===== config.mk =====
export PLATFORM = sky130hd
export DESIGN_NAME = joystick_drive_controller_unit
export DESIGN_NICKNAME = d
export VERILOG_FILES = /design/src/sv/jdc_pkg.sv /design/src/sv/jdc_cfg_regs.sv /design/src/sv/jdc_shift_ctrl.sv /design/src/sv/jdc_throttle.sv /design/src/sv/jdc_ramp.sv /design/src/sv/joystick_drive_controller_unit.sv
export SDC_FILE = /design/constraint.sdc
export NUM_CORES = 1
export LEC_CHECK = 0
export ABC_AREA = 1
export BUFFER_PORTS_ARGS = -buffer_cell sky130_fd_sc_hd__buf_2
export CAP_MARGIN = 30
export CELL_PAD_IN_SITES_DETAIL_PLACEMENT = 1
export CELL_PAD_IN_SITES_GLOBAL_PLACEMENT = 1
export CORE_MARGIN = 3
export CORE_UTILIZATION = 50
export DETAILED_ROUTE_END_ITERATION = 16
export PLACE_DENSITY = 0.91
export RECOVER_POWER = 50
export SLEW_MARGIN = 20
export SYNTH_ARGS = -nofsm -noshare
export SYNTH_HDL_FRONTEND = slang
export SYNTH_SLANG_ARGS = --single-unit

===== constraint.sdc =====
create_clock -name clk -period 12.1 [get_ports clk]
set_input_delay 0.605 -clock clk [delete_from_list [all_inputs] [get_ports clk]]
set_output_delay 0.605 -clock clk [all_outputs]
set_load 0.01 [all_outputs]

===== src/sv/jdc_pkg.sv =====
// shared types, constants and helper functions of the joystick drive controller
package jdc_pkg;

  localparam int MAX_GEARS = 4;

  localparam int GEAR_W  = 2;
  localparam int SPEED_W = 10;
  localparam int DIFF_W  = 7;
  localparam int PROD_W  = 15;
  localparam int CFG_IDX_W  = 3;
  localparam int CFG_DATA_W = 16;

  // button codes
  localparam logic [7:0] BTN_DOWN = 8'd1;
  localparam logic [7:0] BTN_UP   = 8'd2;

  // direction thresholds; x limits are the remapped thresholds folded back onto the swapped byte
  localparam logic [7:0] FWD_Y_MIN    = 8'd210;
  localparam logic [7:0] BACK_Y_MAX   = 8'd80;
  localparam logic [7:0] RIGHT_X_MIN  = 8'd175;
  localparam logic [7:0] LEFT_X_MAX   = 8'd61;

  // throttle dead zone upper edge
  localparam logic [7:0] THROTTLE_ZERO_MAX = 8'd130;

  // divide by 56: shift by 3, then multiply by reciprocal of 7
  localparam int DIV8_SHIFT  = 3;
  localparam int RECIP7      = 4682;
  localparam int RECIP7_SHIFT = 15;
  localparam int QUOT_W      = PROD_W - DIV8_SHIFT;
  localparam int RPROD_W     = QUOT_W + 13;

  // reset values of the registers
  localparam logic [2:0]  GEAR_COUNT_RST  = 3'd4;
  localparam logic [15:0] DEBOUNCE_RST    = 16'd200;
  localparam logic [7:0]  ACCEL_STEP_RST  = 8'd2;

  typedef enum logic [2:0] {
    DIR_FORWARD    = 3'd0,
    DIR_BACKWARD   = 3'd1,
    DIR_SPIN_RIGHT = 3'd2,
    DIR_SPIN_LEFT  = 3'd3,
    DIR_STOPPED    = 3'd4
  } dir_t;

  typedef enum logic [CFG_IDX_W-1:0] {
    REG_GEAR_SPEED_ZERO  = 3'd0,
    REG_GEAR_SPEED_ONE   = 3'd1,
    REG_GEAR_SPEED_TWO   = 3'd2,
    REG_GEAR_SPEED_THREE = 3'd3,
    REG_GEAR_COUNT       = 3'd4,
    REG_DEBOUNCE_MS      = 3'd5,
    REG_ACCEL_STEP       = 3'd6
  } cfg_reg_t;

  typedef struct packed {
    logic [MAX_GEARS-1:0][7:0] gear_speed;
    logic [2:0]                gear_count;
    logic [15:0]               debounce_ms;
    logic [7:0]                accel_step;
  } cfg_t;

  // after the shift stage
  typedef struct packed {
    dir_t              dir;
    logic [GEAR_W-1:0] gear;
    logic [DIFF_W-1:0] throttle;
    logic [7:0]        top;
  } shift_t;

  // after the product stage
  typedef struct packed {
    dir_t              dir;
    logic [GEAR_W-1:0] gear;
    logic [PROD_W-1:0] prod;
  } prod_t;

  // after the divide stage
  typedef struct packed {
    dir_t               dir;
    logic [GEAR_W-1:0]  gear;
    logic [SPEED_W-1:0] target;
  } target_t;

  function automatic logic [7:0] swap_nibbles(input logic [7:0] x);
    return {x[3:0], x[7:4]};
  endfunction

  function automatic dir_t pick_direction(input logic [7:0] lx, input logic [7:0] ly);
    logic [7:0] sx;
    dir_t       d;
    sx = swap_nibbles(lx);
    if (ly > FWD_Y_MIN)        d = DIR_FORWARD;
    else if (ly < BACK_Y_MAX)  d = DIR_BACKWARD;
    else if (sx >= RIGHT_X_MIN) d = DIR_SPIN_RIGHT;
    else if (sx <= LEFT_X_MAX) d = DIR_SPIN_LEFT;
    else                       d = DIR_STOPPED;
    return d;
  endfunction

  // highest gear index allowed by the gear count
  function automatic logic [GEAR_W-1:0] gear_limit(input logic [2:0] gc);
    logic [2:0] n;
    n = gc;
    if (n < 3'd1) n = 3'd1;
    if (n > 3'(MAX_GEARS)) n = 3'(MAX_GEARS);
    return GEAR_W'(n - 3'd1);
  endfunction

endpackage


===== src/sv/jdc_cfg_regs.sv =====
// configuration register file
module jdc_cfg_regs (
  input  logic                           clk,
  input  logic                           rst_n,
  input  logic                           wr_en,
  input  logic [jdc_pkg::CFG_IDX_W-1:0]  wr_index,
  input  logic [jdc_pkg::CFG_DATA_W-1:0] wr_data,
  output jdc_pkg::cfg_t                  cfg
);

  jdc_pkg::cfg_t cfg_r, cfg_nxt;

  always_comb begin
    cfg_nxt = cfg_r;
    if (wr_en) begin
      case (wr_index)
        jdc_pkg::REG_GEAR_SPEED_ZERO:  cfg_nxt.gear_speed[0] = wr_data[7:0];
        jdc_pkg::REG_GEAR_SPEED_ONE:   cfg_nxt.gear_speed[1] = wr_data[7:0];
        jdc_pkg::REG_GEAR_SPEED_TWO:   cfg_nxt.gear_speed[2] = wr_data[7:0];
        jdc_pkg::REG_GEAR_SPEED_THREE: cfg_nxt.gear_speed[3] = wr_data[7:0];
        jdc_pkg::REG_GEAR_COUNT:       cfg_nxt.gear_count    = wr_data[2:0];
        jdc_pkg::REG_DEBOUNCE_MS:      cfg_nxt.debounce_ms   = wr_data[15:0];
        jdc_pkg::REG_ACCEL_STEP:       cfg_nxt.accel_step    = wr_data[7:0];
        default: ;
      endcase
    end
  end

  always_ff @(posedge clk) begin
    if (!rst_n) begin
      cfg_r.gear_speed  <= '0;
      cfg_r.gear_count  <= jdc_pkg::GEAR_COUNT_RST;
      cfg_r.debounce_ms <= jdc_pkg::DEBOUNCE_RST;
      cfg_r.accel_step  <= jdc_pkg::ACCEL_STEP_RST;
    end else begin
      cfg_r <= cfg_nxt;
    end
  end

  assign cfg = cfg_r;

endmodule


===== src/sv/jdc_shift_ctrl.sv =====
// debounced gear shifting, direction pick and throttle offset
module jdc_shift_ctrl (
  input  logic                clk,
  input  logic                rst_n,
  input  logic                en,
  input  logic [7:0]          button_code,
  input  logic [7:0]          left_stick_x,
  input  logic [7:0]          left_stick_y,
  input  logic [7:0]          right_stick_y,
  input  logic [31:0]         time_stamp,
  input  jdc_pkg::cfg_t       cfg,
  output jdc_pkg::shift_t     shift_out
);

  logic [jdc_pkg::GEAR_W-1:0] gear_r, gear_nxt;
  logic [31:0]                last_down_r, last_down_nxt;
  logic [31:0]                last_up_r, last_up_nxt;
  jdc_pkg::shift_t            shift_r, shift_nxt;

  logic [31:0]                down_gap, up_gap;
  logic [jdc_pkg::GEAR_W-1:0] lim;
  logic [jdc_pkg::GEAR_W:0]   up_gear;

  always_comb begin
    down_gap = time_stamp - last_down_r;
    up_gap   = time_stamp - last_up_r;
    lim      = jdc_pkg::gear_limit(cfg.gear_count);
    up_gear  = {1'b0, gear_r} + 3'd1;

    gear_nxt      = gear_r;
    last_down_nxt = last_down_r;
    last_up_nxt   = last_up_r;
    if (button_code == jdc_pkg::BTN_DOWN && down_gap > {16'd0, cfg.debounce_ms}) begin
      if (gear_r != '0) gear_nxt = gear_r - 2'd1;
      last_down_nxt = time_stamp;
    end else if (button_code == jdc_pkg::BTN_UP && up_gap > {16'd0, cfg.debounce_ms}) begin
      gear_nxt    = (up_gear < {1'b0, lim}) ? up_gear[jdc_pkg::GEAR_W-1:0] : lim;
      last_up_nxt = time_stamp;
    end

    shift_nxt.dir  = jdc_pkg::pick_direction(left_stick_x, left_stick_y);
    shift_nxt.gear = gear_nxt;
    shift_nxt.top  = cfg.gear_speed[gear_nxt];
    if (right_stick_y <= jdc_pkg::THROTTLE_ZERO_MAX) begin
      shift_nxt.throttle = '0;
    end else begin
      shift_nxt.throttle = jdc_pkg::DIFF_W'(right_stick_y - jdc_pkg::THROTTLE_ZERO_MAX);
    end
  end

  always_ff @(posedge clk) begin
    if (!rst_n) begin
      gear_r      <= '0;
      last_down_r <= '0;
      last_up_r   <= '0;
    end else if (en) begin
      gear_r      <= gear_nxt;
      last_down_r <= last_down_nxt;
      last_up_r   <= last_up_nxt;
    end
  end

  always_ff @(posedge clk) begin
    if (en) begin
      shift_r <= shift_nxt;
    end
  end

  assign shift_out = shift_r;

endmodule


===== src/sv/jdc_throttle.sv =====
// target speed: throttle times top speed, then divide by 56
module jdc_throttle (
  input  logic              clk,
  input  logic              prod_en,
  input  logic              div_en,
  input  jdc_pkg::shift_t   shift_in,
  output jdc_pkg::target_t  target_out
);

  jdc_pkg::prod_t   prod_r, prod_nxt;
  jdc_pkg::target_t target_r, target_nxt;

  logic [jdc_pkg::QUOT_W-1:0]  quot8;
  logic [jdc_pkg::RPROD_W-1:0] rprod;

  always_comb begin
    prod_nxt.dir  = shift_in.dir;
    prod_nxt.gear = shift_in.gear;
    prod_nxt.prod = jdc_pkg::PROD_W'(shift_in.throttle * shift_in.top);
  end

  // floor(p / 56) = floor(floor(p / 8) / 7), reciprocal exact below 5461
  always_comb begin
    quot8 = prod_r.prod[jdc_pkg::PROD_W-1:jdc_pkg::DIV8_SHIFT];
    rprod = jdc_pkg::RPROD_W'(quot8) * jdc_pkg::RPROD_W'(jdc_pkg::RECIP7);
    target_nxt.dir    = prod_r.dir;
    target_nxt.gear   = prod_r.gear;
    target_nxt.target = jdc_pkg::SPEED_W'(rprod >> jdc_pkg::RECIP7_SHIFT);
  end

  always_ff @(posedge clk) begin
    if (prod_en) begin
      prod_r <= prod_nxt;
    end
    if (div_en) begin
      target_r <= target_nxt;
    end
  end

  assign target_out = target_r;

endmodule


===== src/sv/jdc_ramp.sv =====
// speed ramp toward the target and the result register
module jdc_ramp (
  input  logic                            clk,
  input  logic                            rst_n,
  input  logic                            en,
  input  jdc_pkg::target_t                target_in,
  input  logic [7:0]                      accel_step,
  output logic [2:0]                      direction,
  output logic [jdc_pkg::SPEED_W-1:0]     drive_speed,
  output logic [jdc_pkg::GEAR_W-1:0]      gear_now
);

  logic [jdc_pkg::SPEED_W-1:0] speed_r, speed_nxt;
  jdc_pkg::dir_t               dir_r;
  logic [jdc_pkg::GEAR_W-1:0]  gear_r;

  logic [jdc_pkg::SPEED_W:0]   speed_up;
  logic [jdc_pkg::SPEED_W-1:0] gap;
  logic [jdc_pkg::SPEED_W-1:0] step;

  always_comb begin
    step      = jdc_pkg::SPEED_W'(accel_step);
    speed_up  = {1'b0, speed_r} + {1'b0, step};
    gap       = speed_r - target_in.target;
    speed_nxt = speed_r;
    if (speed_r < target_in.target) begin
      speed_nxt = (speed_up < {1'b0, target_in.target}) ?
                  speed_up[jdc_pkg::SPEED_W-1:0] : target_in.target;
    end else if (speed_r > target_in.target) begin
      speed_nxt = (gap > step) ? speed_r - step : target_in.target;
    end
  end

  always_ff @(posedge clk) begin
    if (!rst_n) begin
      speed_r <= '0;
    end else if (en) begin
      speed_r <= speed_nxt;
    end
  end

  always_ff @(posedge clk) begin
    if (en) begin
      dir_r  <= target_in.dir;
      gear_r <= target_in.gear;
    end
  end

  assign direction   = dir_r;
  assign drive_speed = speed_r;
  assign gear_now    = gear_r;

endmodule


===== src/sv/joystick_drive_controller_unit.sv =====
// top level of the joystick drive controller
// Turns one controller poll per item into a drive direction, a ramped motor
// speed and the gear in use. A new item is taken every clock cycle while in_stall
// is low; each item runs through five registers (input, shift, product, divide,
// result). The gear and debounce times are updated in the shift stage and the
// speed in the result stage, each as a single registered update, which is what
// lets polls follow one another with no gap. Every stage has its own valid bit
// and only holds when the stage after it is full and held, so the input keeps
// taking items while a finished result waits at the output. Button 1 shifts down
// and button 2 up, each only if more than debounce_ms milliseconds passed since
// that button's last accepted press. The right stick above 130 sets the target
// speed (right_y - 130) * top / 56, and the speed moves by at most accel_step per
// item. Configuration writes are always taken (cfg_ready stays high) and must
// be made only while no item is in flight.
module joystick_drive_controller_unit (
  input  logic                           clk,
  input  logic                           rst_n,
  // poll items
  input  logic                           in_valid,
  output logic                           in_stall,
  input  logic [7:0]                     in_button_code,
  input  logic [7:0]                     in_left_stick_x,
  input  logic [7:0]                     in_left_stick_y,
  input  logic [7:0]                     in_right_stick_y,
  input  logic [31:0]                    in_time_stamp,
  // result items
  output logic                           out_valid,
  input  logic                           out_stall,
  output logic [2:0]                     out_direction,
  output logic [jdc_pkg::SPEED_W-1:0]    out_drive_speed,
  output logic [jdc_pkg::GEAR_W-1:0]     out_gear_now,
  // register writes
  input  logic                           cfg_valid,
  output logic                           cfg_ready,
  input  logic [jdc_pkg::CFG_IDX_W-1:0]  cfg_index,
  input  logic [jdc_pkg::CFG_DATA_W-1:0] cfg_data
);

  jdc_pkg::cfg_t    cfg;
  jdc_pkg::shift_t  shift_q;
  jdc_pkg::target_t target_q;

  // per-stage valid bits: input, shift, product, divide, result
  logic in_v_r, in_v_nxt;
  logic sh_v_r, sh_v_nxt;
  logic pr_v_r, pr_v_nxt;
  logic dv_v_r, dv_v_nxt;
  logic out_v_r, out_v_nxt;

  // a stage can load when it is empty or its content moves on
  logic out_rdy, dv_rdy, pr_rdy, sh_rdy, in_rdy;
  logic in_en, sh_en, pr_en, dv_en, out_en;

  // input register
  logic [7:0]  btn_r, lx_r, ly_r, ry_r;
  logic [31:0] ts_r;

  assign cfg_ready = 1'b1;

  always_comb begin
    out_rdy = !out_v_r || !out_stall;
    dv_rdy  = !dv_v_r || out_rdy;
    pr_rdy  = !pr_v_r || dv_rdy;
    sh_rdy  = !sh_v_r || pr_rdy;
    in_rdy  = !in_v_r || sh_rdy;

    in_en  = in_valid && in_rdy;
    sh_en  = in_v_r && sh_rdy;
    pr_en  = sh_v_r && pr_rdy;
    dv_en  = pr_v_r && dv_rdy;
    out_en = dv_v_r && out_rdy;

    in_v_nxt  = in_rdy  ? in_valid : in_v_r;
    sh_v_nxt  = sh_rdy  ? in_v_r   : sh_v_r;
    pr_v_nxt  = pr_rdy  ? sh_v_r   : pr_v_r;
    dv_v_nxt  = dv_rdy  ? pr_v_r   : dv_v_r;
    out_v_nxt = out_rdy ? dv_v_r   : out_v_r;
  end

  always_ff @(posedge clk) begin
    if (!rst_n) begin
      in_v_r  <= 1'b0;
      sh_v_r  <= 1'b0;
      pr_v_r  <= 1'b0;
      dv_v_r  <= 1'b0;
      out_v_r <= 1'b0;
    end else begin
      in_v_r  <= in_v_nxt;
      sh_v_r  <= sh_v_nxt;
      pr_v_r  <= pr_v_nxt;
      dv_v_r  <= dv_v_nxt;
      out_v_r <= out_v_nxt;
    end
  end

  // capture the poll
  always_ff @(posedge clk) begin
    if (in_en) begin
      btn_r <= in_button_code;
      lx_r  <= in_left_stick_x;
      ly_r  <= in_left_stick_y;
      ry_r  <= in_right_stick_y;
      ts_r  <= in_time_stamp;
    end
  end

  assign in_stall  = !in_rdy;
  assign out_valid = out_v_r;

  jdc_cfg_regs u_cfg (
    .clk      (clk),
    .rst_n    (rst_n),
    .wr_en    (cfg_valid && cfg_ready),
    .wr_index (cfg_index),
    .wr_data  (cfg_data),
    .cfg      (cfg)
  );

  // gear state, debounce and direction
  jdc_shift_ctrl u_shift (
    .clk           (clk),
    .rst_n         (rst_n),
    .en            (sh_en),
    .button_code   (btn_r),
    .left_stick_x  (lx_r),
    .left_stick_y  (ly_r),
    .right_stick_y (ry_r),
    .time_stamp    (ts_r),
    .cfg           (cfg),
    .shift_out     (shift_q)
  );

  // target speed over two registered steps
  jdc_throttle u_throttle (
    .clk        (clk),
    .prod_en    (pr_en),
    .div_en     (dv_en),
    .shift_in   (shift_q),
    .target_out (target_q)
  );

  // speed state and result register
  jdc_ramp u_ramp (
    .clk         (clk),
    .rst_n       (rst_n),
    .en          (out_en),
    .target_in   (target_q),
    .accel_step  (cfg.accel_step),
    .direction   (out_direction),
    .drive_speed (out_drive_speed),
    .gear_now    (out_gear_now)
  );

endmodule


==> flow_summary.ini <==
[global_routing]
antenna_found_initial = 0
grt_pass1_wl_mm = 106
track_usage = 0.303
grt_pass1_vias = 20600
grt_max_degree = 81
overflow = 0

[yosys]
synth_top_area_share = 0.178
syn-mean-instance-area_um2 = 7.41
synth.area.top_cells = edfxtp_1 (18%), ha_1 (15%), dfxtp_1 (14%)
yosys_warnings = 0
synth_ff_type = dfxtp_1
synth_cells = 2758
synthesis.nets = 3141
synth_seq_cells = 261
ys_seq_area_frac = 0.315
ys_types = 56
synth_edf_count = 121
async_flop_share = 0
synth_area_um2 = 20400
yosys.area.top_type = edfxtp_1

[sta]
rsz0062_at_grt = false
worst_pin_slew_ps = 3230
fin_skew_ps = 8.58
max_slew_margin = -1.15
fmax_mhz = 166
whs_ps = 195
finalSetupViolations = 0
finalHoldViolCount = 0
tns_ps = 0
fin_crit_ps = 6030
fin_crit_sh = 0.498
slew_viol_final = 135

[setup_path]
crit_top_cell = clkbuf_1
worstSetupPathType = in -> reg
worstPathCellList = clkbuf_1, clkbuf_1, clkinv_1, a21oi_1, o21ai_0, inv_1
cpLargestDelayFamily = buffers and inverters
slowest_stage = clkbuf_1
startpoint_type = primary input
slowest_delay_ps = 2360
cp.arrival_ps = 6550
cp.required_ps = 12630
cp-end-kind = register
cp_max_fo = 80
critical_path_buf_inv_count = 4

[layout]
drive_gt1_frac = 0.0626
syn2layout_area_growth_pct = 9.67
nets = 3235

[cts]
cts_tree = done
root_buffer = clkbuf_16
postCtsHoldBufs = 0
cts_buffer_depth = 3
post_cts_buffers = 0
ctsResizeCount = 0
path_clk_slew_ps = 60
clk_latency_ps = 580
cts_sinks = 261
cts_max_level = 1
cts_made_buffers = 30

[route]
drtIter0Drc = 1053
detail_route.wl_per_cell_um = 19.8
routed_wl_mm = 67.4
vias_per_cell = 5.52
first_pass_iters = 5
ant_nets = 0
vias = 18800
drc = 0

[floorplan]
die_area_um2 = 43300
ioPinCount = 106
row_count = 73
initial_core_util = 0.511
dieHeight_um = 208
core_area_um2 = 40000
die_w_um = 208

[pwr]
cellLeakagePower_nw = 11.3
clkPwrFrac = 0.302
ir_worst_vdd_mv = 0.139
power_density_nw_per_um2 = 134
finalPower_w = 0.00300
swShare = 0.364
combPwrFrac = 0.353
pwr-share-seq = 0.345
intPower_w = 0.00191
p_switching_w = 0.00109

[place]
dp_hpwl_mm = 53.3
place_congestion = 0.938
io_buffers = 104

[min_path]
hp-class = in -> reg

[run_status]
status = complete, but fails checks
violations = capacitance limit, slew limit

[run]
drv_cap = 2
==> worst paths after layout <==
check / start / end / slack [ps] / depth (start not counted)
max: rst_n / u_shift.gear_r[1]$_SDFFE_PN0P_ / 6070 / 6
min: in_button_code[7] / btn_r[7]$_DFFE_PP_ / 200 / 1
max reg2reg: ts_r[0]$_DFFE_PP_ / u_shift.shift_out[5]$_DFFE_PP_ / 7050 / 25
min reg2reg: u_throttle.target_out[13]$_DFFE_PP_ / u_ramp.direction[1]$_DFFE_PP_ / 420 / 0
==> layout make-up <==
cell class / count / area [µm²]
multi-input combinational: 1901 / 11700
clock inverter: 11 / 93.8
sequential: 261 / 6440
clock buffer: 45 / 878
tap: 525 / 657
timing repair buffer: 111 / 559
antenna: 3 / 7.51
fill: 5206 / 17600
inverter: 547 / 2050
==> power groups by stage <==
stage | registers, W | logic, W | clock network (W)
after floorplan | 0.00103 | 0.000729 | 0
after global placement | 0.00105 | 0.000924 | 0
after detailed placement | 0.00105 | 0.00103 | 0
after CTS | 0.00103 | 0.00106 | 0.000919
after global routing | 0.00104 | 0.00119 | 0.000948
final | 0.00104 | 0.00106 | 0.000907
==> metal layers <==
| layer | wire [µm] | vias up | GRT usage |
|---|---|---|---|
| met4 | 4670 | 0 | 0.182 |
| met3 | 2570 | 242 | 0.0389 |
| met1 | 26200 | 9056 | 0.335 |
| met2 | 34000 | 466 | 0.554 |
| li1 | - | 9018 | - |
| met5 | 0 | - | 0 |
==> cells in the final DEF (no fill, tap or decap), types with 4 or more instances in the layout <==
cell | netlist | routed
a21o_1 | 4 | 4
a21oi_1 | 238 | 238
a31oi_1 | 4 | 4
buf_2 | 10 | 85
clkbuf_1 | 30 | 32
clkbuf_16 | 0 | 31
clkbuf_8 | 0 | 5
clkinv_2 | 0 | 5
clkinvlp_4 | 0 | 4
dfxtp_1 | 140 | 140
edfxtp_1 | 121 | 121
fa_1 | 53 | 53
ha_1 | 242 | 242
inv_1 | 542 | 541
inv_2 | 4 | 5
nand2_1 | 663 | 663
nand2_2 | 12 | 12
nand3_1 | 127 | 127
nand3_2 | 5 | 5
nand3b_1 | 17 | 17
nand4_1 | 23 | 23
nor2_1 | 176 | 175
nor2_2 | 7 | 8
nor3_1 | 13 | 13
o211ai_1 | 13 | 13
o21a_1 | 4 | 4
o21ai_0 | 174 | 174
o21bai_1 | 12 | 12
xnor2_1 | 9 | 9
xor2_1 | 70 | 70
==> cell families (layout without fill, tap and decap cells) <==
| group | Yosys count | in the layout | share of synthesized area |
|---|---|---|---|
| and+or+nand+nor | 1058 | 1058 | 0.217 |
| adders and majority gates | 295 | 295 | 0.200 |
| other | 1 | 4 | 0.000184 |
| AOI/OAI and AO/OA | 467 | 467 | 0.122 |
| muxes | 1 | 1 | 0.000551 |
| buffers and inverters | 596 | 714 | 0.111 |
| DFF | 261 | 261 | 0.315 |
| xor gates and xnor gates | 79 | 79 | 0.0339 |
==> stage by stage <==
step,std cells,area (µm²),utilization,setup slack (ps)
floorplan,2758,20400,-,7710
global placement,3341,21400,0.535,7510
detailed placement,3344,21500,0.537,7220
CTS,3400,22500,0.561,7140
global route,3401,22400,0.560,5420
finish,3404,22400,0.560,6070
==> synth_stat cells (4+ instances only) <==
cell / number
inv_1: 542
buf_2: 10
xor2_1: 70
a21o_1: 4
o21bai_1: 12
nor2_1: 176
nor3_1: 13
nand3b_1: 17
xnor2_1: 9
edfxtp_1: 121
clkbuf_1: 30
nand3_1: 127
nor2_2: 7
o21ai_0: 174
nand2_2: 12
ha_1: 242
o211ai_1: 13
a21oi_1: 238
nand4_1: 23
nand3_2: 5
inv_2: 4
nand2_1: 663
dfxtp_1: 140
fa_1: 53
o21a_1: 4
a31oi_1: 4
==> flip-flops by register name (all words and copies together), names as in the netlist, 3 cells and up <==
| name | count |
|---|---|
| ly_r | 8 |
| u_shift.last_down_r | 32 |
| btn_r | 8 |
| u_ramp.direction | 3 |
| u_throttle.target_out | 15 |
| u_shift.last_up_r | 32 |
| u_ramp.drive_speed | 10 |
| ry_r | 8 |
| ts_r | 32 |
| u_throttle.prod_r | 17 |
| u_cfg.cfg | 59 |
| u_shift.shift_out | 20 |
| lx_r | 8 |
No activity file was read; power rests on OpenSTA's default activity.
